<file path="src/hw/rtl/speech_segment_tracker_unit_assert.svh">
// ----------------------------------------------------------------------------
// Speech segment tracker assertion macros
// Shared concurrent assertion forms used by the tracker RTL.
// ----------------------------------------------------------------------------
`ifndef SPEECH_SEGMENT_TRACKER_UNIT_ASSERT_SVH
`define SPEECH_SEGMENT_TRACKER_UNIT_ASSERT_SVH

// same-cycle implication, disabled during reset
`define SST_ASSERT_NOW(label, clk, rstn, ante, cons, msg) \
    label: assert property (@(posedge clk) disable iff (!(rstn)) (ante) |-> (cons)) \
        else $error(msg);

// next-cycle implication, disabled during reset
`define SST_ASSERT_NEXT(label, clk, rstn, ante, cons, msg) \
    label: assert property (@(posedge clk) disable iff (!(rstn)) (ante) |=> (cons)) \
        else $error(msg);

`endif

</file>
<file path="src/hw/rtl/sst_pkg.sv">
// ----------------------------------------------------------------------------
// Speech segment tracker package
// Transaction types, configuration layout, register indexes and defaults.
// ----------------------------------------------------------------------------
package sst_pkg;

    // default width of the position counter, fixed probability width
    localparam int POS_WIDTH_DEF  = 32;
    localparam int PROB_WIDTH_DEF = 16;

    // configuration port
    localparam int CFG_INDEX_W = 3;
    localparam int CFG_DATA_W  = 32;

    localparam logic [CFG_INDEX_W-1:0] REG_THRESHOLD        = 3'd0;
    localparam logic [CFG_INDEX_W-1:0] REG_WINDOW_SAMPLES   = 3'd1;
    localparam logic [CFG_INDEX_W-1:0] REG_MIN_SILENCE      = 3'd2;
    localparam logic [CFG_INDEX_W-1:0] REG_MIN_SILENCE_LONG = 3'd3;
    localparam logic [CFG_INDEX_W-1:0] REG_MIN_SPEECH       = 3'd4;
    localparam logic [CFG_INDEX_W-1:0] REG_MAX_SPEECH       = 3'd5;

    // field widths
    localparam int THR_W    = 16;
    localparam int WIN_W    = 13;
    localparam int LEN_W    = 32;
    localparam int PROB_W   = PROB_WIDTH_DEF;
    localparam int SAMPLE_W = 32;

    // item modes
    localparam logic MODE_WINDOW = 1'b0;
    localparam logic MODE_END    = 1'b1;

    // configuration reset values
    localparam logic [THR_W-1:0] THRESHOLD_RST        = 16'd16384;
    localparam logic [WIN_W-1:0] WINDOW_SAMPLES_RST   = 13'd512;
    localparam logic [LEN_W-1:0] MIN_SILENCE_RST      = 32'd1600;
    localparam logic [LEN_W-1:0] MIN_SILENCE_LONG_RST = 32'd1568;
    localparam logic [LEN_W-1:0] MIN_SPEECH_RST       = 32'd4000;
    localparam logic [LEN_W-1:0] MAX_SPEECH_RST       = 32'hFFFF_FFFF;

    typedef struct packed {
        logic [THR_W-1:0] threshold;
        logic [WIN_W-1:0] window_samples;
        logic [LEN_W-1:0] min_silence;
        logic [LEN_W-1:0] min_silence_long;
        logic [LEN_W-1:0] min_speech;
        logic [LEN_W-1:0] max_speech;
    } cfg_t;

    typedef struct packed {
        logic                mode;
        logic [PROB_W-1:0]   frame_prob;
        logic [SAMPLE_W-1:0] audio_length;
    } in_item_t;

    typedef struct packed {
        logic [SAMPLE_W-1:0] seg_start;
        logic [SAMPLE_W-1:0] seg_end;
    } out_item_t;

endpackage

</file>
<file path="src/hw/rtl/speech_segment_tracker_unit.sv">
// ----------------------------------------------------------------------------
// Speech segment tracker
// Turns per-window speech probabilities into start/end sample segments.
// ----------------------------------------------------------------------------
//  channel   direction  ports                      payload
//  s_        in         s_valid s_ready s_item     mode, frame_prob, audio_length
//  m_        out        m_valid m_ready m_item     seg_start, seg_end
//  cfg_      in         cfg_we cfg_index cfg_wdata register writes, no read-back
//
//  One transaction per cycle unless a held result stalls; an item waits in the
//  input register, its result in the result register. The rate is set by the
//  single decision step between them, which also updates all segment state.
//  aresetn is synchronous, active low; it clears state and restores defaults.
//  A held result stalls the decision step; s_ready drops only when the input
//  register is full and the result register cannot be emptied.
// ----------------------------------------------------------------------------
module speech_segment_tracker_unit
    import sst_pkg::*;
#(
    parameter int POS_WIDTH  = POS_WIDTH_DEF
) (
    input  logic                   aclk,
    input  logic                   aresetn,
    input  logic                   s_valid,
    output logic                   s_ready,
    input  in_item_t               s_item,
    output logic                   m_valid,
    input  logic                   m_ready,
    output out_item_t              m_item,
    input  logic                   cfg_we,
    input  logic [CFG_INDEX_W-1:0] cfg_index,
    input  logic [CFG_DATA_W-1:0]  cfg_wdata
);

    cfg_t      cfg;
    logic      in_valid_reg,  in_valid_next;
    in_item_t  in_item_reg,   in_item_next;
    logic      out_valid_reg, out_valid_next;
    out_item_t out_item_reg,  out_item_next;
    logic      step;
    logic      hit;
    out_item_t result;

    sst_cfg u_cfg (
        .aclk      (aclk),
        .aresetn   (aresetn),
        .cfg_we    (cfg_we),
        .cfg_index (cfg_index),
        .cfg_wdata (cfg_wdata),
        .cfg       (cfg)
    );

    sst_track #(
        .POS_WIDTH  (POS_WIDTH)
    ) u_track (
        .aclk    (aclk),
        .aresetn (aresetn),
        .step    (step),
        .item    (in_item_reg),
        .cfg     (cfg),
        .hit     (hit),
        .result  (result)
    );

    // process when an item is held and the result slot is free or draining
    assign step    = in_valid_reg && (!out_valid_reg || m_ready);
    assign s_ready = !in_valid_reg || step;

    // input register
    always_comb begin
        in_valid_next = in_valid_reg;
        in_item_next  = in_item_reg;
        if (s_valid && s_ready) begin
            in_valid_next = 1'b1;
            in_item_next  = s_item;
        end else if (step) begin
            in_valid_next = 1'b0;
        end
    end

    // result register
    always_comb begin
        out_valid_next = out_valid_reg;
        out_item_next  = out_item_reg;
        if (step) begin
            out_valid_next = hit;
            if (hit) begin
                out_item_next = result;
            end
        end else if (m_ready) begin
            out_valid_next = 1'b0;
        end
    end

    always_ff @(posedge aclk) begin
        if (!aresetn) begin
            in_valid_reg  <= 1'b0;
            out_valid_reg <= 1'b0;
        end else begin
            in_valid_reg  <= in_valid_next;
            out_valid_reg <= out_valid_next;
        end
    end

    always_ff @(posedge aclk) begin
        in_item_reg  <= in_item_next;
        out_item_reg <= out_item_next;
    end

    assign m_valid = out_valid_reg;
    assign m_item  = out_item_reg;

`include "speech_segment_tracker_unit_assert.svh"

    // a pending result only goes away once it was taken
    `SST_ASSERT_NEXT(a_result_kept, aclk, aresetn, out_valid_reg && !m_ready, out_valid_reg, "pending result lost")
    // a pending result keeps its payload until taken
    `SST_ASSERT_NEXT(a_result_stable, aclk, aresetn, out_valid_reg && !m_ready, $stable(out_item_reg), "pending result changed")
    // an empty input register always accepts
    `SST_ASSERT_NOW(a_ready_when_empty, aclk, aresetn, !in_valid_reg, s_ready, "input refused while empty")

endmodule

</file>
<file path="src/hw/rtl/sst_cfg.sv">
// ----------------------------------------------------------------------------
// Speech segment tracker configuration registers
// Write-only register file holding thresholds and timing limits.
// ----------------------------------------------------------------------------
module sst_cfg
    import sst_pkg::*;
(
    input  logic                   aclk,
    input  logic                   aresetn,
    input  logic                   cfg_we,
    input  logic [CFG_INDEX_W-1:0] cfg_index,
    input  logic [CFG_DATA_W-1:0]  cfg_wdata,
    output cfg_t                   cfg
);

    cfg_t cfg_reg;
    cfg_t cfg_next;

    // register write decode, unknown indexes are dropped
    always_comb begin
        cfg_next = cfg_reg;
        if (cfg_we) begin
            case (cfg_index)
                REG_THRESHOLD:        cfg_next.threshold        = cfg_wdata[THR_W-1:0];
                REG_WINDOW_SAMPLES:   cfg_next.window_samples   = cfg_wdata[WIN_W-1:0];
                REG_MIN_SILENCE:      cfg_next.min_silence      = cfg_wdata[LEN_W-1:0];
                REG_MIN_SILENCE_LONG: cfg_next.min_silence_long = cfg_wdata[LEN_W-1:0];
                REG_MIN_SPEECH:       cfg_next.min_speech       = cfg_wdata[LEN_W-1:0];
                REG_MAX_SPEECH:       cfg_next.max_speech       = cfg_wdata[LEN_W-1:0];
                default:              cfg_next = cfg_reg;
            endcase
        end
    end

    always_ff @(posedge aclk) begin
        if (!aresetn) begin
            cfg_reg.threshold        <= THRESHOLD_RST;
            cfg_reg.window_samples   <= WINDOW_SAMPLES_RST;
            cfg_reg.min_silence      <= MIN_SILENCE_RST;
            cfg_reg.min_silence_long <= MIN_SILENCE_LONG_RST;
            cfg_reg.min_speech       <= MIN_SPEECH_RST;
            cfg_reg.max_speech       <= MAX_SPEECH_RST;
        end else begin
            cfg_reg <= cfg_next;
        end
    end

    assign cfg = cfg_reg;

endmodule

</file>
<file path="src/hw/rtl/sst_track.sv">
// ----------------------------------------------------------------------------
// Speech segment tracker state and decision logic
// Holds the segment state and decides one window or end item per step.
// ----------------------------------------------------------------------------
module sst_track
    import sst_pkg::*;
#(
    parameter int POS_WIDTH  = POS_WIDTH_DEF
) (
    input  logic      aclk,
    input  logic      aresetn,
    input  logic      step,
    input  in_item_t  item,
    input  cfg_t      cfg,
    output logic      hit,
    output out_item_t result
);

    localparam int PROB_WIDTH = PROB_W;
    // comparison width wide enough for positions and 32-bit limits
    localparam int CW = (POS_WIDTH > LEN_W) ? POS_WIDTH : LEN_W;
    // 0.15 in the probability format, rounded
    localparam logic [PROB_WIDTH:0] DIP_FIX =
        (PROB_WIDTH + 1)'((15 * (64'd1 << (PROB_WIDTH - 1)) + 50) / 100);
    localparam logic [POS_WIDTH-1:0] POS_MAX = {POS_WIDTH{1'b1}};

    // state registers; a segment is open exactly while speech is tracked
    logic                 seg_open_reg,       seg_open_next;
    logic                 silence_valid_reg,  silence_valid_next;
    logic                 pause_valid_reg,    pause_valid_next;
    logic [POS_WIDTH-1:0] open_start_reg,     open_start_next;
    logic [POS_WIDTH-1:0] position_reg,       position_next;
    logic [POS_WIDTH-1:0] silence_begin_reg,  silence_begin_next;
    logic [POS_WIDTH-1:0] last_pause_end_reg, last_pause_end_next;
    logic [POS_WIDTH-1:0] resume_start_reg,   resume_start_next;

    logic [PROB_WIDTH-1:0] prob;
    logic [PROB_WIDTH-1:0] thr;
    logic                  above;
    logic                  dip_bridged;
    logic [POS_WIDTH-1:0]  win;
    logic [POS_WIDTH:0]    pos_sum;
    logic [POS_WIDTH-1:0]  pos_new;
    logic [POS_WIDTH-1:0]  win_start;
    logic [POS_WIDTH-1:0]  span;
    logic                  too_long;
    logic [POS_WIDTH-1:0]  sil_begin;
    logic [POS_WIDTH-1:0]  gap;
    logic [POS_WIDTH-1:0]  seg_len;

    // position advance with saturation and window start
    assign prob      = PROB_WIDTH'(item.frame_prob);
    assign thr       = PROB_WIDTH'(cfg.threshold);
    assign win       = POS_WIDTH'(cfg.window_samples);
    assign pos_sum   = {1'b0, position_reg} + {1'b0, win};
    assign pos_new   = pos_sum[POS_WIDTH] ? POS_MAX : pos_sum[POS_WIDTH-1:0];
    assign win_start = (pos_new > win) ? (pos_new - win) : '0;

    // threshold and bridged-dip tests
    assign above       = (prob >= thr);
    assign dip_bridged = (({1'b0, prob} + DIP_FIX) >= {1'b0, thr});

    // segment length so far against the forced split limit
    assign span     = (pos_new > open_start_reg) ? (pos_new - open_start_reg) : '0;
    assign too_long = seg_open_reg && (CW'(span) > CW'(cfg.max_speech));

    // silence run measured from its first quiet window
    assign sil_begin = silence_valid_reg ? silence_begin_reg : pos_new;
    assign gap       = (pos_new > sil_begin) ? (pos_new - sil_begin) : '0;
    assign seg_len   = (sil_begin > open_start_reg) ? (sil_begin - open_start_reg) : '0;

    // next state and result for the item in the input register
    always_comb begin
        seg_open_next       = seg_open_reg;
        silence_valid_next  = silence_valid_reg;
        pause_valid_next    = pause_valid_reg;
        open_start_next     = open_start_reg;
        position_next       = position_reg;
        silence_begin_next  = silence_begin_reg;
        last_pause_end_next = last_pause_end_reg;
        resume_start_next   = resume_start_reg;
        hit                 = 1'b0;
        result.seg_start    = SAMPLE_W'(open_start_reg);
        result.seg_end      = item.audio_length;

        if (item.mode == MODE_END) begin
            // close any open segment and clear everything
            hit                 = seg_open_reg;
            seg_open_next       = 1'b0;
            silence_valid_next  = 1'b0;
            pause_valid_next    = 1'b0;
            open_start_next     = '0;
            position_next       = '0;
            silence_begin_next  = '0;
            last_pause_end_next = '0;
            resume_start_next   = '0;
        end else begin
            position_next = pos_new;
            if (above) begin
                // speech window: end any silence run, open a segment if idle
                if (silence_valid_reg) begin
                    silence_valid_next = 1'b0;
                    silence_begin_next = '0;
                    if (pause_valid_reg && (resume_start_reg < last_pause_end_reg)) begin
                        resume_start_next = win_start;
                    end
                end
                if (!seg_open_reg) begin
                    seg_open_next   = 1'b1;
                    open_start_next = win_start;
                end
            end else if (too_long) begin
                // forced split, at the last long pause when there is one
                hit                 = 1'b1;
                seg_open_next       = 1'b0;
                silence_valid_next  = 1'b0;
                pause_valid_next    = 1'b0;
                open_start_next     = '0;
                silence_begin_next  = '0;
                last_pause_end_next = '0;
                resume_start_next   = '0;
                if (pause_valid_reg) begin
                    result.seg_end = SAMPLE_W'(last_pause_end_reg);
                    if (resume_start_reg >= last_pause_end_reg) begin
                        seg_open_next   = 1'b1;
                        open_start_next = resume_start_reg;
                    end
                end else begin
                    result.seg_end = SAMPLE_W'(pos_new);
                end
            end else if (!dip_bridged && seg_open_reg) begin
                // deep silence inside a segment
                silence_valid_next = 1'b1;
                silence_begin_next = sil_begin;
                if (CW'(gap) > CW'(cfg.min_silence_long)) begin
                    last_pause_end_next = sil_begin;
                    pause_valid_next    = 1'b1;
                end
                if (CW'(gap) >= CW'(cfg.min_silence)) begin
                    seg_open_next       = 1'b0;
                    silence_valid_next  = 1'b0;
                    pause_valid_next    = 1'b0;
                    open_start_next     = '0;
                    silence_begin_next  = '0;
                    last_pause_end_next = '0;
                    resume_start_next   = '0;
                    hit                 = (CW'(seg_len) > CW'(cfg.min_speech));
                    result.seg_end      = SAMPLE_W'(sil_begin);
                end
            end
        end
    end

    // state update, once per processed transaction
    always_ff @(posedge aclk) begin
        if (!aresetn) begin
            seg_open_reg       <= 1'b0;
            silence_valid_reg  <= 1'b0;
            pause_valid_reg    <= 1'b0;
            open_start_reg     <= '0;
            position_reg       <= '0;
            silence_begin_reg  <= '0;
            last_pause_end_reg <= '0;
            resume_start_reg   <= '0;
        end else if (step) begin
            seg_open_reg       <= seg_open_next;
            silence_valid_reg  <= silence_valid_next;
            pause_valid_reg    <= pause_valid_next;
            open_start_reg     <= open_start_next;
            position_reg       <= position_next;
            silence_begin_reg  <= silence_begin_next;
            last_pause_end_reg <= last_pause_end_next;
            resume_start_reg   <= resume_start_next;
        end
    end

`include "speech_segment_tracker_unit_assert.svh"

    // silence and pause tracking only exist inside an open segment
    `SST_ASSERT_NOW(a_silence_in_seg, aclk, aresetn, silence_valid_reg || pause_valid_reg, seg_open_reg, "silence state outside segment")
    // an end transaction leaves the tracker fully idle
    `SST_ASSERT_NEXT(a_end_clears, aclk, aresetn, step && (item.mode == MODE_END), !seg_open_reg && (position_reg == '0), "end transaction did not clear state")
    // window transactions never move the position backward
    `SST_ASSERT_NEXT(a_pos_mono, aclk, aresetn, step && (item.mode == MODE_WINDOW), position_reg >= $past(position_reg), "position moved backward")

endmodule

</file>
<file path="config.mk">
export PLATFORM = sky130hd
export DESIGN_NAME = speech_segment_tracker_unit
export DESIGN_NICKNAME = d
export VERILOG_FILES = /design/src/hw/rtl/sst_pkg.sv /design/src/hw/rtl/speech_segment_tracker_unit.sv /design/src/hw/rtl/sst_cfg.sv /design/src/hw/rtl/sst_track.sv
export VERILOG_INCLUDE_DIRS = /design/src /design/src/hw/rtl
export SDC_FILE = /design/constraint.sdc
export NUM_CORES = 2
export LEC_CHECK = 0
export BUFFER_PORTS_ARGS = -buffer_cell sky130_fd_sc_hd__buf_2
export CORE_ASPECT_RATIO = 1.75
export CORE_MARGIN = 3
export CORE_UTILIZATION = 55
export DETAILED_ROUTE_END_ITERATION = 10
export HOLD_SLACK_MARGIN = 0.05
export PLACE_DENSITY_LB_ADDON = 0.08
export SYNTH_ARGS = -nofsm -noshare
export SYNTH_HDL_FRONTEND = slang
export SYNTH_HIERARCHICAL = 1
export SYNTH_SLANG_ARGS = --single-unit
</file>
<file path="constraint.sdc">
create_clock -name aclk -period 12.1 [get_ports aclk]
set_input_delay 0.605 -clock aclk [delete_from_list [all_inputs] [get_ports aclk]]
set_output_delay 0.605 -clock aclk [all_outputs]
set_load 0.1 [all_outputs]
</file>
==> run metrics <==
outcome complete, no violations; CP peak stage delay 0.87 ns; latest clock arrival within the worst-skew pair about 0.60 ns; initial antenna violation count 0; yosys warns 6; DRT antenna net count 0; most common cell after layout, fill and taps aside nand2_1; GRT Util Overall about a third; Switching Fraction 34.95%; crit-path max FO between 60 and 70; routability congestion estimate from global placement 1.127; Sink Count approximately 440; Cell Rows 112; # DRC 0; register area share after synthesis around a third; Seq cells post-synth between 400 and 500; largest net degree at the start of global routing approximately 120; Leak Pwr between 10 and 15 nW; Final setup viols 0; PD cells ~130 nW/µm²; Mean Syn Cell Area approximately 8.5 µm²; Clock Tree Root clkbuf_16; WL/cell 24.02 µm; Startpoint Class flip-flop; Setup crit end kind flip-flop; H-tree depth 2; die width around 180 µm; Post-Synthesis Cell Area around 30000 µm²; Mapped Nets approximately 3.9k; RSZ-0062 raised after global routing false; Netlist cell types 98; Max Freq between 90 and 100 MHz; Final Cell Area between 30000 and 40000 µm²; GRT overflow 0; max-cap violation count 0; NetSw roughly 0.0015 W; Period minus WS final between 10 and 15 ns; Slew headroom between 20 and 25%; Post-synth EDFFs between 100 and 150; crit path DAT 11.11 ns; Die Y approximately 310 µm; Slew @ Worst Pin about 1.2 ns; asr flop ratio synth 0%; max-slew violation count 0; DRT Pass-1 Iters 6; worst hold path type primary input to flip-flop; post-CTS setup buffer count 0; layout overhead on the synthesized area 10.02%; Core Region roughly 53000 µm²; Num CTS Buffers between 40 and 50; Reg power frac a little over a third; ys flop type dfxtp_1; FILL cells between 4k and 5k; Worst Path Required 12.36 ns; CP max-delay cell o32ai_1; CTS Hold Bufs 0; first-pass GRT wire length around 160000 µm; Peak VDD IR 0.1389 mV; # diodes 0; nets 3997; routed via count 26.82k; Pwr Total ~0.0044 W; fin crit share ~90%; final worst clock skew 0.04153 ns; TNS Setup 0 ns; share of cells above drive strength 1 9.813%; port bufs 154; most frequent cells in the layout nand2_1, dfxtp_1, ha_1; Clock transition at path regs about 0.070 ns; worst hold margin roughly 0.19 ns; post-cts resize count 0; dpl hpwl 81100 µm; Initial Utilization 55.69%; Post-DP Area approximately 31000 µm²; Power Internal between 0.002 and 0.003 W; CTS tree yes; die area approximately 57000 µm²; Max clock buf depth 3; Fin. Hold Viols 0; vias in the first global route 26.82k; power share of the clock group 32.4%; via/cell ratio slightly above 6; DRT iter0 DRCs a little over 2k; combinational power share around 32%; total wire length between 100000 and 150000 µm; Crit Path Category flip-flop to flip-flop; Mapped Cells about 3.5k; max reg flops ~160; I/O Pins between 150 and 200
## cell type report
class / instances / area, µm² / share of cell area [%]
Tap cell: 684 / 855.8 / 2.616
Inverter: 299 / 1122 / 3.431
Clock inverter: 24 / 289.0 / 0.8835
Clock buffer: 56 / 1186 / 3.626
Multi-Input combinational cell: 2609 / 18250 / 55.77
Timing Repair Buffer: 205 / 1175 / 3.591
Sequential cell: 435 / 9841 / 30.08
## routing by layer
metal  up-vias  GRT usage [%]  part of all wire, %  wire [µm]
li1      12634              -                    -          -
met1     12778          40.26                   38      39510
met2      1115          62.81                   49      51200
met3       296          4.006                  5.6       5850
met4         0          19.96                  6.8       7001
met5         -              0                    0          0
## critical path, delay by kind of cell, from the launching register on
family / cells / cell delay, ns
AND/OR/NAND/NOR: 10 / 2.30
adder cells (fa/ha/maj): 4 / 1.41
flip-flops: 1 / 0.33
buffers and inverters: 4 / 1.27
AO/OA/AOI/OAI: 13 / 5.12
## power by group through the flow
stage	Combinational, W	Clock, W	Sequential [W]
after floorplan	0.000920	0	0.00159
after global placement	0.00133	0	0.00159
after detailed placement	0.00136	0	0.00159
after CTS	0.00137	0.00145	0.00156
after global routing	0.00152	0.00149	0.00157
final	0.00141	0.00142	0.00156
## cell families (layout without fill, tap and decap cells)
kind of cell             count (synthesis)  count (layout)  share of synthesized area (%)
buffers and inverters                  457             584                          6.034
AO/OA/AOI/OAI                          851             851                          18.63
multiplexers                           191             191                          6.560
adder cells (fa/ha/maj)                315             315                          13.38
XOR/XNOR                               145             145                          4.271
AND/OR/NAND/NOR                       1107            1107                          18.03
flip-flops                             435             435                          33.09
## Yosys cell counts (27+ instances only)
cell      count  area [µm²]
xnor2_1      87       762.0
dfxtp_1     322        6446
mux2_2       31       349.1
nand3_1      77       385.4
nor2b_1     131       819.5
nor2_1      275        1032
nand2_1     370        1389
ha_1        310        3879
o31ai_1      46       345.3
clkbuf_1    114       427.9
a22oi_1      34       255.2
mux2i_1     160        1602
nor3_1       37       185.2
inv_1       299        1122
nand4_1      61       381.6
buf_2        27       135.1
nand2b_1     29       181.4
a31oi_1      53       331.6
o21ai_0     135       675.7
xor2_1       58       508.0
a21o_1       98       735.7
o22ai_1      50       312.8
a21oi_1     234        1171
edfxtp_1    113        3393
## stage by stage
stage,setup WS [ns],util [%],std cells
after floorplan,1.527,-,3501
after global placement,1.305,58.48,4231
after detailed placement,1.513,58.51,4232
after CTS,1.498,61.27,4312
after global routing,0.8626,61.27,4312
final,1.246,61.27,4312
## final timing paths
check	startpoint	to	slack, ns	cells past startpoint
worst min-delay path	s_item[22]	in_item_reg[22]$_DFFE_PP_	0.19	1
worst max-delay path	u_cfg/cfg[128]$_SDFFE_PN0P_	m_item[25]$_DFFE_PP_	1.25	31
worst max register to register	u_cfg/cfg[128]$_SDFFE_PN0P_	m_item[25]$_DFFE_PP_	1.25	31
worst min register to register	u_cfg/cfg[115]$_SDFFE_PN0P_	u_cfg/cfg[115]$_SDFFE_PN0P_	0.46	2
Power figures use the tool's default switching activity.
